## config.mk

```make
export PLATFORM = sky130hd
export DESIGN_NAME = diameter_message_avp_parser
export DESIGN_NICKNAME = d
export VERILOG_FILES = /design/src/rtl/dmap_pkg.sv /design/src/rtl/dmap_front.sv /design/src/rtl/dmap_back.sv /design/src/rtl/diameter_message_avp_parser.sv
export SDC_FILE = /design/constraint.sdc
export NUM_CORES = 1
export LEC_CHECK = 0
export BUFFER_PORTS_ARGS = -buffer_cell sky130_fd_sc_hd__buf_2
export CELL_PAD_IN_SITES_DETAIL_PLACEMENT = 1
export CELL_PAD_IN_SITES_GLOBAL_PLACEMENT = 1
export CORE_UTILIZATION = 40
export DETAILED_ROUTE_END_ITERATION = 10
export PLACE_DENSITY = 0.64
export SLEW_MARGIN = 20
export SYNTH_ARGS = -nofsm -noshare
export SYNTH_HDL_FRONTEND = slang
export SYNTH_SLANG_ARGS = --single-unit
```

## constraint.sdc

```tcl
create_clock -name clk -period 11.5 [get_ports clk]
set_input_delay 1.15 -clock clk [delete_from_list [all_inputs] [get_ports clk]]
set_output_delay 1.15 -clock clk [all_outputs]
set_load 0.02 [all_outputs]
```

## src/rtl/dmap_pkg.sv

```systemverilog
`default_nettype none
// ----------------------------------------------------------------------------
// dmap_pkg: shared types and tables for the Diameter AVP parser
// Event codes, parser phases, lookup functions and the front/back queue entry.
// ----------------------------------------------------------------------------
package dmap_pkg;

	localparam int unsigned QueueDepth = 4;

	typedef enum logic [1:0] {
		EV_HEADER = 2'd0,
		EV_VALUE  = 2'd1,
		EV_EMPTY  = 2'd2,
		EV_ERROR  = 2'd3
	} event_kind_t;

	typedef enum logic [6:0] {
		PH_HDR    = 7'b0000001,
		PH_AVP    = 7'b0000010,
		PH_VENDOR = 7'b0000100,
		PH_VALUE  = 7'b0001000,
		PH_PAD    = 7'b0010000,
		PH_SKIP   = 7'b0100000,
		PH_HALT   = 7'b1000000
	} phase_t;

	localparam logic [2:0] TagNone = 3'd7;

	// One classified event from the front part.
	typedef struct packed {
		event_kind_t kind;
		logic [23:0] command_code;
		logic        request_flag;
		logic [31:0] application_id;
		logic [2:0]  avp_field;
		logic [7:0]  value_byte;
		logic        value_last;
	} evt_t;

	function automatic logic [2:0] tag_of(input logic [31:0] code);
		logic [2:0] t;
		case (code)
			32'd1:   t = 3'd0;
			32'd263: t = 3'd1;
			32'd264: t = 3'd2;
			32'd283: t = 3'd3;
			32'd293: t = 3'd4;
			32'd296: t = 3'd5;
			default: t = TagNone;
		endcase
		return t;
	endfunction

	function automatic logic [4:0] cmd_index(input logic [23:0] c);
		logic [4:0] r;
		case (c)
			24'd257: r = 5'd1;
			24'd258: r = 5'd2;
			24'd271: r = 5'd3;
			24'd272: r = 5'd4;
			24'd274: r = 5'd5;
			24'd275: r = 5'd6;
			24'd280: r = 5'd7;
			24'd282: r = 5'd8;
			default: begin
				if (c >= 24'd300 && c <= 24'd309)
					r = 5'(c - 24'd291);
				else if (c >= 24'd316 && c <= 24'd323)
					r = 5'(c - 24'd297);
				else
					r = 5'd0;
			end
		endcase
		return r;
	endfunction

	function automatic logic [4:0] app_index(input logic [31:0] a);
		logic [4:0] r;
		case (a)
			32'hffffffff: r = 5'd11;
			32'd16777216: r = 5'd12;
			32'd16777217: r = 5'd13;
			32'd16777236: r = 5'd14;
			32'd16777238: r = 5'd15;
			32'd16777251: r = 5'd16;
			32'd16777252: r = 5'd17;
			32'd16777255: r = 5'd18;
			32'd16777265: r = 5'd19;
			32'd16777272: r = 5'd20;
			32'd16777291: r = 5'd21;
			default: begin
				if (a <= 32'd9)
					r = 5'(a + 32'd1);
				else
					r = 5'd0;
			end
		endcase
		return r;
	endfunction

endpackage
`default_nettype wire

```

## src/rtl/dmap_front.sv

```systemverilog
`default_nettype none
// ----------------------------------------------------------------------------
// dmap_front: byte-level deframer
// Walks message headers and AVPs one byte per transfer and pushes events.
// ----------------------------------------------------------------------------
module dmap_front (
	input  wire logic          clk,
	input  wire logic          arst_n,
	input  wire logic [7:0]    data_byte,
	input  wire logic          stream_start,
	input  wire logic          take,
	output logic               push,
	output dmap_pkg::evt_t     push_evt
);

	dmap_pkg::phase_t phase_q, ph_d;
	logic [4:0]  pos_q, pos_d;
	logic [23:0] mrem_q, mrem_d;
	logic [7:0]  hflags_q, hflags_d;
	logic [23:0] hcmd_q, hcmd_d;
	logic [31:0] happ_q, happ_d;
	logic [31:0] acode_q, acode_d;
	logic [7:0]  aflags_q, aflags_d;
	logic [23:0] alen_q, alen_d;
	logic [23:0] vrem_q, vrem_d;
	logic [1:0]  prem_q, prem_d;
	logic [2:0]  tag_q, tag_d;
	logic        tail;
	logic [23:0] alen_n, rest, vlen;
	logic        vflag;

	always_comb begin
		ph_d = phase_q; pos_d = pos_q; mrem_d = mrem_q;
		hflags_d = hflags_q; hcmd_d = hcmd_q; happ_d = happ_q;
		acode_d = acode_q; aflags_d = aflags_q; alen_d = alen_q;
		vrem_d = vrem_q; prem_d = prem_q; tag_d = tag_q;
		push = 1'b0;
		push_evt = '0;
		tail = 1'b0;
		alen_n = '0; rest = '0; vlen = '0; vflag = 1'b0;
		if (stream_start) begin
			ph_d = dmap_pkg::PH_HDR; pos_d = '0; mrem_d = '0;
			hflags_d = '0; hcmd_d = '0; happ_d = '0;
			acode_d = '0; aflags_d = '0; alen_d = '0;
			vrem_d = '0; prem_d = '0; tag_d = '0;
		end
		case (ph_d)
			dmap_pkg::PH_HDR: begin
				pos_d = pos_d + 5'd1;
				if (pos_d == 5'd1) begin
					mrem_d = '0;
					if (data_byte != 8'd1) begin
						ph_d = dmap_pkg::PH_HALT;
						push = 1'b1;
						push_evt.kind = dmap_pkg::EV_ERROR;
					end
				end else if (pos_d <= 5'd4) begin
					mrem_d = {mrem_d[15:0], data_byte};
					if (pos_d == 5'd4 && mrem_d < 24'd20) begin
						ph_d = dmap_pkg::PH_HALT;
						push = 1'b1;
						push_evt.kind = dmap_pkg::EV_ERROR;
					end
				end else if (pos_d == 5'd5) begin
					hflags_d = data_byte;
				end else if (pos_d <= 5'd8) begin
					hcmd_d = {hcmd_d[15:0], data_byte};
				end else if (pos_d <= 5'd12) begin
					happ_d = {happ_d[23:0], data_byte};
				end else if (pos_d == 5'd20) begin
					mrem_d = mrem_d - 24'd20;
					pos_d = '0;
					ph_d = (mrem_d != '0) ? dmap_pkg::PH_AVP : dmap_pkg::PH_HDR;
					push = 1'b1;
					push_evt.kind = dmap_pkg::EV_HEADER;
				end
			end
			dmap_pkg::PH_AVP: begin
				tail = 1'b1;
				if (pos_d == '0 && mrem_d < 24'd8) begin
					ph_d = dmap_pkg::PH_SKIP;
				end else begin
					if (pos_d <= 5'd3) acode_d = {acode_d[23:0], data_byte};
					else if (pos_d == 5'd4) aflags_d = data_byte;
					else alen_d = {alen_d[15:0], data_byte};
					if (pos_d >= 5'd7) begin
						alen_n = alen_d;
						rest = mrem_d - 24'd1;
						vflag = aflags_d[7];
						vlen = alen_n - 24'd8;
						pos_d = '0;
						if (alen_n < 24'd8 || (vflag && alen_n < 24'd12) || rest < vlen) begin
							ph_d = dmap_pkg::PH_SKIP;
						end else begin
							vrem_d = vflag ? alen_n - 24'd12 : vlen;
							prem_d = 2'd0 - alen_n[1:0];
							tag_d = dmap_pkg::tag_of(acode_d);
							if (vflag) ph_d = dmap_pkg::PH_VENDOR;
							else if (vrem_d != '0) ph_d = dmap_pkg::PH_VALUE;
							else begin
								ph_d = (prem_d != '0) ? dmap_pkg::PH_PAD : dmap_pkg::PH_AVP;
								if (tag_d != dmap_pkg::TagNone) begin
									push = 1'b1;
									push_evt.kind = dmap_pkg::EV_EMPTY;
									push_evt.avp_field = tag_d;
									push_evt.value_last = 1'b1;
								end
							end
						end
					end else begin
						pos_d = pos_d + 5'd1;
					end
				end
			end
			dmap_pkg::PH_VENDOR: begin
				tail = 1'b1;
				pos_d = pos_d + 5'd1;
				if (pos_d >= 5'd4) begin
					pos_d = '0;
					if (vrem_d != '0) ph_d = dmap_pkg::PH_VALUE;
					else begin
						ph_d = (prem_d != '0) ? dmap_pkg::PH_PAD : dmap_pkg::PH_AVP;
						if (tag_d != dmap_pkg::TagNone) begin
							push = 1'b1;
							push_evt.kind = dmap_pkg::EV_EMPTY;
							push_evt.avp_field = tag_d;
							push_evt.value_last = 1'b1;
						end
					end
				end
			end
			dmap_pkg::PH_VALUE: begin
				tail = 1'b1;
				vrem_d = vrem_d - 24'd1;
				if (tag_d != dmap_pkg::TagNone) begin
					push = 1'b1;
					push_evt.kind = dmap_pkg::EV_VALUE;
					push_evt.avp_field = tag_d;
					push_evt.value_byte = data_byte;
					push_evt.value_last = (vrem_d == '0);
				end
				if (vrem_d == '0) begin
					pos_d = '0;
					ph_d = (prem_d != '0) ? dmap_pkg::PH_PAD : dmap_pkg::PH_AVP;
				end
			end
			dmap_pkg::PH_PAD: begin
				tail = 1'b1;
				prem_d = prem_d - 2'd1;
				if (prem_d == '0) begin
					ph_d = dmap_pkg::PH_AVP;
					pos_d = '0;
				end
			end
			dmap_pkg::PH_SKIP: tail = 1'b1;
			default: ;
		endcase
		// message end wins over any AVP state
		if (tail) begin
			if (mrem_d != '0) mrem_d = mrem_d - 24'd1;
			if (mrem_d == '0) begin
				ph_d = dmap_pkg::PH_HDR;
				pos_d = '0;
			end
		end
		if (push && push_evt.kind != dmap_pkg::EV_ERROR) begin
			push_evt.command_code = hcmd_d;
			push_evt.request_flag = hflags_d[7];
			push_evt.application_id = happ_d;
		end
		if (!take) push = 1'b0;
	end

	always_ff @(posedge clk or negedge arst_n) begin
		if (!arst_n) begin
			phase_q <= dmap_pkg::PH_HDR; pos_q <= '0; mrem_q <= '0;
			hflags_q <= '0; hcmd_q <= '0; happ_q <= '0;
			acode_q <= '0; aflags_q <= '0; alen_q <= '0;
			vrem_q <= '0; prem_q <= '0; tag_q <= '0;
		end else if (take) begin
			phase_q <= ph_d; pos_q <= pos_d; mrem_q <= mrem_d;
			hflags_q <= hflags_d; hcmd_q <= hcmd_d; happ_q <= happ_d;
			acode_q <= acode_d; aflags_q <= aflags_d; alen_q <= alen_d;
			vrem_q <= vrem_d; prem_q <= prem_d; tag_q <= tag_d;
		end
	end

endmodule
`default_nettype wire

```

## src/rtl/dmap_back.sv

```systemverilog
`default_nettype none
// ----------------------------------------------------------------------------
// dmap_back: event queue and output stage
// Buffers events, looks up command and application indices, drives results.
// ----------------------------------------------------------------------------
module dmap_back #(
	parameter int unsigned Depth = dmap_pkg::QueueDepth
) (
	input  wire logic          clk,
	input  wire logic          arst_n,
	input  wire logic          push,
	input  dmap_pkg::evt_t     push_evt,
	output logic               room,
	output logic               out_valid,
	input  wire logic          out_stall,
	output logic [1:0]         event_kind,
	output logic [23:0]        command_code,
	output logic               request_flag,
	output logic [4:0]         command_index,
	output logic [31:0]        application_id,
	output logic [4:0]         application_index,
	output logic [2:0]         avp_field,
	output logic [7:0]         value_byte,
	output logic               value_last
);

	localparam int unsigned Aw = (Depth > 1) ? $clog2(Depth) : 1;

	dmap_pkg::evt_t mem_q [Depth];
	logic [Aw-1:0] wp_q, rp_q;
	logic [Aw:0]   cnt_q;
	logic          pop, ovalid_q;
	dmap_pkg::evt_t oevt_q;
	logic [4:0]    cidx_q, aidx_q;

	assign room = (cnt_q < (Aw+1)'(Depth));
	assign pop  = (cnt_q != '0) && (!ovalid_q || !out_stall);

	always_ff @(posedge clk) begin
		if (push) mem_q[wp_q] <= push_evt;
		if (pop) begin
			oevt_q <= mem_q[rp_q];
			cidx_q <= (mem_q[rp_q].kind == dmap_pkg::EV_ERROR) ? 5'd0
				: dmap_pkg::cmd_index(mem_q[rp_q].command_code);
			aidx_q <= (mem_q[rp_q].kind == dmap_pkg::EV_ERROR) ? 5'd0
				: dmap_pkg::app_index(mem_q[rp_q].application_id);
		end
	end

	always_ff @(posedge clk or negedge arst_n) begin
		if (!arst_n) begin
			wp_q <= '0; rp_q <= '0; cnt_q <= '0; ovalid_q <= 1'b0;
		end else begin
			if (push) wp_q <= (wp_q == Aw'(Depth-1)) ? '0 : wp_q + 1'b1;
			if (pop)  rp_q <= (rp_q == Aw'(Depth-1)) ? '0 : rp_q + 1'b1;
			cnt_q <= cnt_q + (Aw+1)'(push) - (Aw+1)'(pop);
			if (pop) ovalid_q <= 1'b1;
			else if (!out_stall) ovalid_q <= 1'b0;
		end
	end

	assign out_valid         = ovalid_q;
	assign event_kind        = oevt_q.kind;
	assign command_code      = oevt_q.command_code;
	assign request_flag      = oevt_q.request_flag;
	assign command_index     = cidx_q;
	assign application_id    = oevt_q.application_id;
	assign application_index = aidx_q;
	assign avp_field         = oevt_q.avp_field;
	assign value_byte        = oevt_q.value_byte;
	assign value_last        = oevt_q.value_last;

endmodule
`default_nettype wire

```

## src/rtl/diameter_message_avp_parser.sv

```systemverilog
`default_nettype none
// ----------------------------------------------------------------------------
// diameter_message_avp_parser: Diameter header and AVP deframer
// Channel | signals                                   | direction
// in      | in_valid, in_stall, data_byte, stream_start | byte stream in
// out     | out_valid, out_stall, event fields        | events out
// One byte per cycle while in_stall is low; up to one event per byte.
// An event is written into the queue, then into the output register.
// arst_n clears the parser to the header phase and empties the queue.
// in_stall rises only when the event queue is full; out_stall holds the
// output register and lets the queue absorb up to QueueDepth events.
// ----------------------------------------------------------------------------
module diameter_message_avp_parser #(
	parameter int unsigned QueueDepth = dmap_pkg::QueueDepth
) (
	input  wire logic        clk,
	input  wire logic        arst_n,
	input  wire logic        in_valid,
	output logic             in_stall,
	input  wire logic [7:0]  data_byte,
	input  wire logic        stream_start,
	output logic             out_valid,
	input  wire logic        out_stall,
	output logic [1:0]       event_kind,
	output logic [23:0]      command_code,
	output logic             request_flag,
	output logic [4:0]       command_index,
	output logic [31:0]      application_id,
	output logic [4:0]       application_index,
	output logic [2:0]       avp_field,
	output logic [7:0]       value_byte,
	output logic             value_last
);

	logic room, take, push;
	dmap_pkg::evt_t push_evt;

	assign in_stall = !room;
	assign take = in_valid && room;

	dmap_front u_front (
		.clk, .arst_n, .data_byte, .stream_start, .take, .push, .push_evt
	);

	dmap_back #(.Depth(QueueDepth)) u_back (
		.clk, .arst_n, .push, .push_evt, .room, .out_valid, .out_stall,
		.event_kind, .command_code, .request_flag, .command_index,
		.application_id, .application_index, .avp_field, .value_byte, .value_last
	);

endmodule
`default_nettype wire

```

==> out/qor.txt <==
syn avg cell area - 10.5 µm²
worst r2r path cells - 31
largest net degree at the start of global routing - 149
Port Buf Inserts - 95
Clock Skews - 26.8 ps
clock tree buffer depth - 3
post-DP HPWL - 70300 µm
commonest non-fill, non-tap cell in the layout - nand2_1
remaining global-route overflow - 0
chip height - 277 µm
Worst R2R Setup Slack - 3580 ps
critical path fanouts, max - 68
first-pass GRT wire length - 159000 µm
Post-Synth Simple-Gate Area - 16.7%
clk slew on worst S/H paths - 60 ps
DR WL/cell - 26.3 µm
Initial Utilization - 40.5%
hold crit path type - reg2reg
fraction of layout cells with a size suffix above 1 - 13.2%
Critical Path End Type - flip-flop
status - finished, final reports clean
Multi-input gate area - 0.0136 mm²
via count - 24.3k
async set-reset flop share out of synthesis - 33.9%
initial antenna violation count - 3
Die Wd - 277 µm
Synth Instances - 2882
Post-Route WL - 103000 µm
Top Layer Used - met4
# hold bufs at CTS - 0
dpl cells - 3795
Distinct cells, synth - 94
ANT cells - 0
clock sinks - 552
vias in the first global route - 25.0k
via/cell ratio - 6.21
CTS Buf Count - 66
total track usage - 26.9%
met2 WL post-DR - 49600 µm
M1 WL - 45000 µm
Worst Hold Path EP - u_front.hflags_q[7]
routability congestion estimate - 0.917
ys flop type - edfxtp_1
EDFF count, synth - 365
CP peak stage delay - 690 ps
Clk Latency, worst-skew pair - 630 ps
post-synthesis adder-cell area fraction - 2.35%
post-synthesis mux area share - 6.73%
post-synthesis compound-gate area fraction - 16.7%
root buffer cell - clkbuf_16
hold path depth - 2
kind of critical path - in2reg
IO Count - 96
std cell rows - 100
Critical R2R Capture - u_back.cnt_q[2]
Synth area leaders - edfxtp_1, dfrtp_1, mux4_2
syn_nets - 2951
peak supply drop - 0.112 mV
Rel. slew slack - 20.1%
# H-tree levels - 3
area grow syn2layout - 12.2%
Post-Synth XOR/XNOR Area - 2.27%
Final #Nets - 2963
RSZ-0062 raised after global routing - no
Final min period - 8200 ps
post-route antenna net violation count - 0
final hold viol count - 0
Setup TNS Final - 0 ps
final-report max-slew violation count - 0
Fillers - 8043
CP arrival - 8750 ps
cts repair resizes - 0
metal3 WL - 5310 µm
Mapped Area - 0.0301 mm²
combinational family with the most area after synthesis - compound AO/OA/AOI/OAI gates
Static Leak - 0.0123 µW
share of the synthesized area in the top cell type - 36.4%
Die Area - 0.0765 mm²
DR iter-0 viols - 1890
register area share after synthesis - 51.9%
Tightest Pin Transition - 1190 ps
Residual DRC - 0
Slowest-stage cell, CP - or4_1
fmax - 122 MHz
hold path startpoint - u_front.hflags_q[7]
largest area contributor in the netlist - edfxtp_1
Core Area - 0.0744 mm²
Setup Viol. Count Final - 0
Power per Cell Area - 257 mW/mm²
CTS tree - built
worst r2r src - u_front.pos_q[3]
startpoint class of the critical path - input pin
final cell count without fillers - 3913
Synth Register Bits - 552
Synth warnings - 0
Post-CTS Setup Bufs - 0
max cap viols - 0
Critical Path RT - 12040 ps
drt pass-1 iters - 5
most frequent cells in the layout - nand2_1, edfxtp_1, o21ai_0
fin crit share - 71.3%
register area - 0.0156 mm²
==> cell type report <==
class / instances / area share, %
tap: 969 / 3.59
multi-input combinational: 2075 / 40.1
inverter: 50 / 0.555
clock inverter: 38 / 1.64
clock buffer: 80 / 5.10
sequential: 552 / 46.3
timing repair buffer: 149 / 2.76
==> layer usage <==
layer | up-vias | global-route usage [%]
li1 | 10800 | -
met1 | 12500 | 36.4
met2 | 750 | 44.6
met3 | 181 | 3.63
met4 | 0 | 8.74
met5 | - | 0
==> cell usage after synthesis, drive strengths merged, types with 8 or more instances <==
library cell    n
inv            50
o21a           11
mux4           71
nor3b          14
o311ai          8
a22oi          45
o31a            8
o21ai         242
nor2          215
o32ai           8
a211oi         23
ha             55
or2            15
a21oi         178
xnor2          48
a31oi          23
buf            51
nor3          102
a21boi         37
clkbuf        154
nand3          69
mux2i          34
o22ai          18
a22o           41
nor4           54
a221oi         10
dfrtp         186
o211ai         13
nor2b          32
nand2         386
nand4          28
or4            19
or3            21
a21o           27
nor4b           8
mux2            8
and3           22
and2           24
o31ai          23
edfxtp        365
xor2           30
nand2b         16
==> power breakdown <==
part	internal (µW)	switching, µW	total [µW]
Combinational	1300	2400	3700
Sequential	2470	336	2810
Clock	1290	886	2180
==> stage by stage <==
step	instance area [µm²]	hold WS, ps	setup slack, ps	power, µW	utilization [%]
floorplan	30100	431	2580	5330	-
global placement	31500	444	3070	6440	42.3
detailed placement	31500	454	2680	6510	42.4
CTS	33800	467	3330	8720	45.4
global route	33800	506	2670	9170	45.4
finish	33800	473	3300	8690	45.4
==> cell families (layout without fill, tap and decap cells) <==
family / count (synthesis) / in the layout
simple gates: 1048 / 1048
compound gates: 780 / 780
flops: 552 / 552
buf+inv: 255 / 317
mux: 113 / 113
xor+xnor: 78 / 78
fa+ha+maj: 56 / 56
==> critical path: cells and delay by family <==
kind,cells,cell delay [ps]
compound gates,7,2230
fa+ha+maj,5,1470
buf+inv,6,800
xor+xnor,3,500
simple gates,11,2560
==> how the worst max path moves through the flow <==
stage,from,endpoint,cells past startpoint
CTS,stream_start,u_back.cnt_q[2],32
finish,stream_start,u_back.cnt_q[2],32
global route,stream_start,u_back.cnt_q[2],32
floorplan,stream_start,u_back.mem_q[3][0],26
global placement,stream_start,u_back.cnt_q[2],32
detailed placement,stream_start,u_back.cnt_q[2],32
==> sequential cells by signal, indices dropped and copies added, names as in the netlist, 2 cells and up <==
name,flops
u_front.mrem_q,24
u_front.prem_q,2
u_front.phase_q,7
u_back.mem_q,284
u_back.command_index,5
u_front.pos_q,5
u_front.hcmd_q,24
u_back.wp_q,2
u_front.tag_q,3
u_back.application_id,32
u_front.happ_q,32
u_front.acode_q,32
u_back.application_index,5
u_back.value_byte,8
u_back.avp_field,3
u_back.command_code,24
u_front.vrem_q,24
u_back.rp_q,2
u_back.event_kind,2
u_back.cnt_q,3
u_front.alen_q,24
No activity file was read; power rests on OpenSTA's default activity.
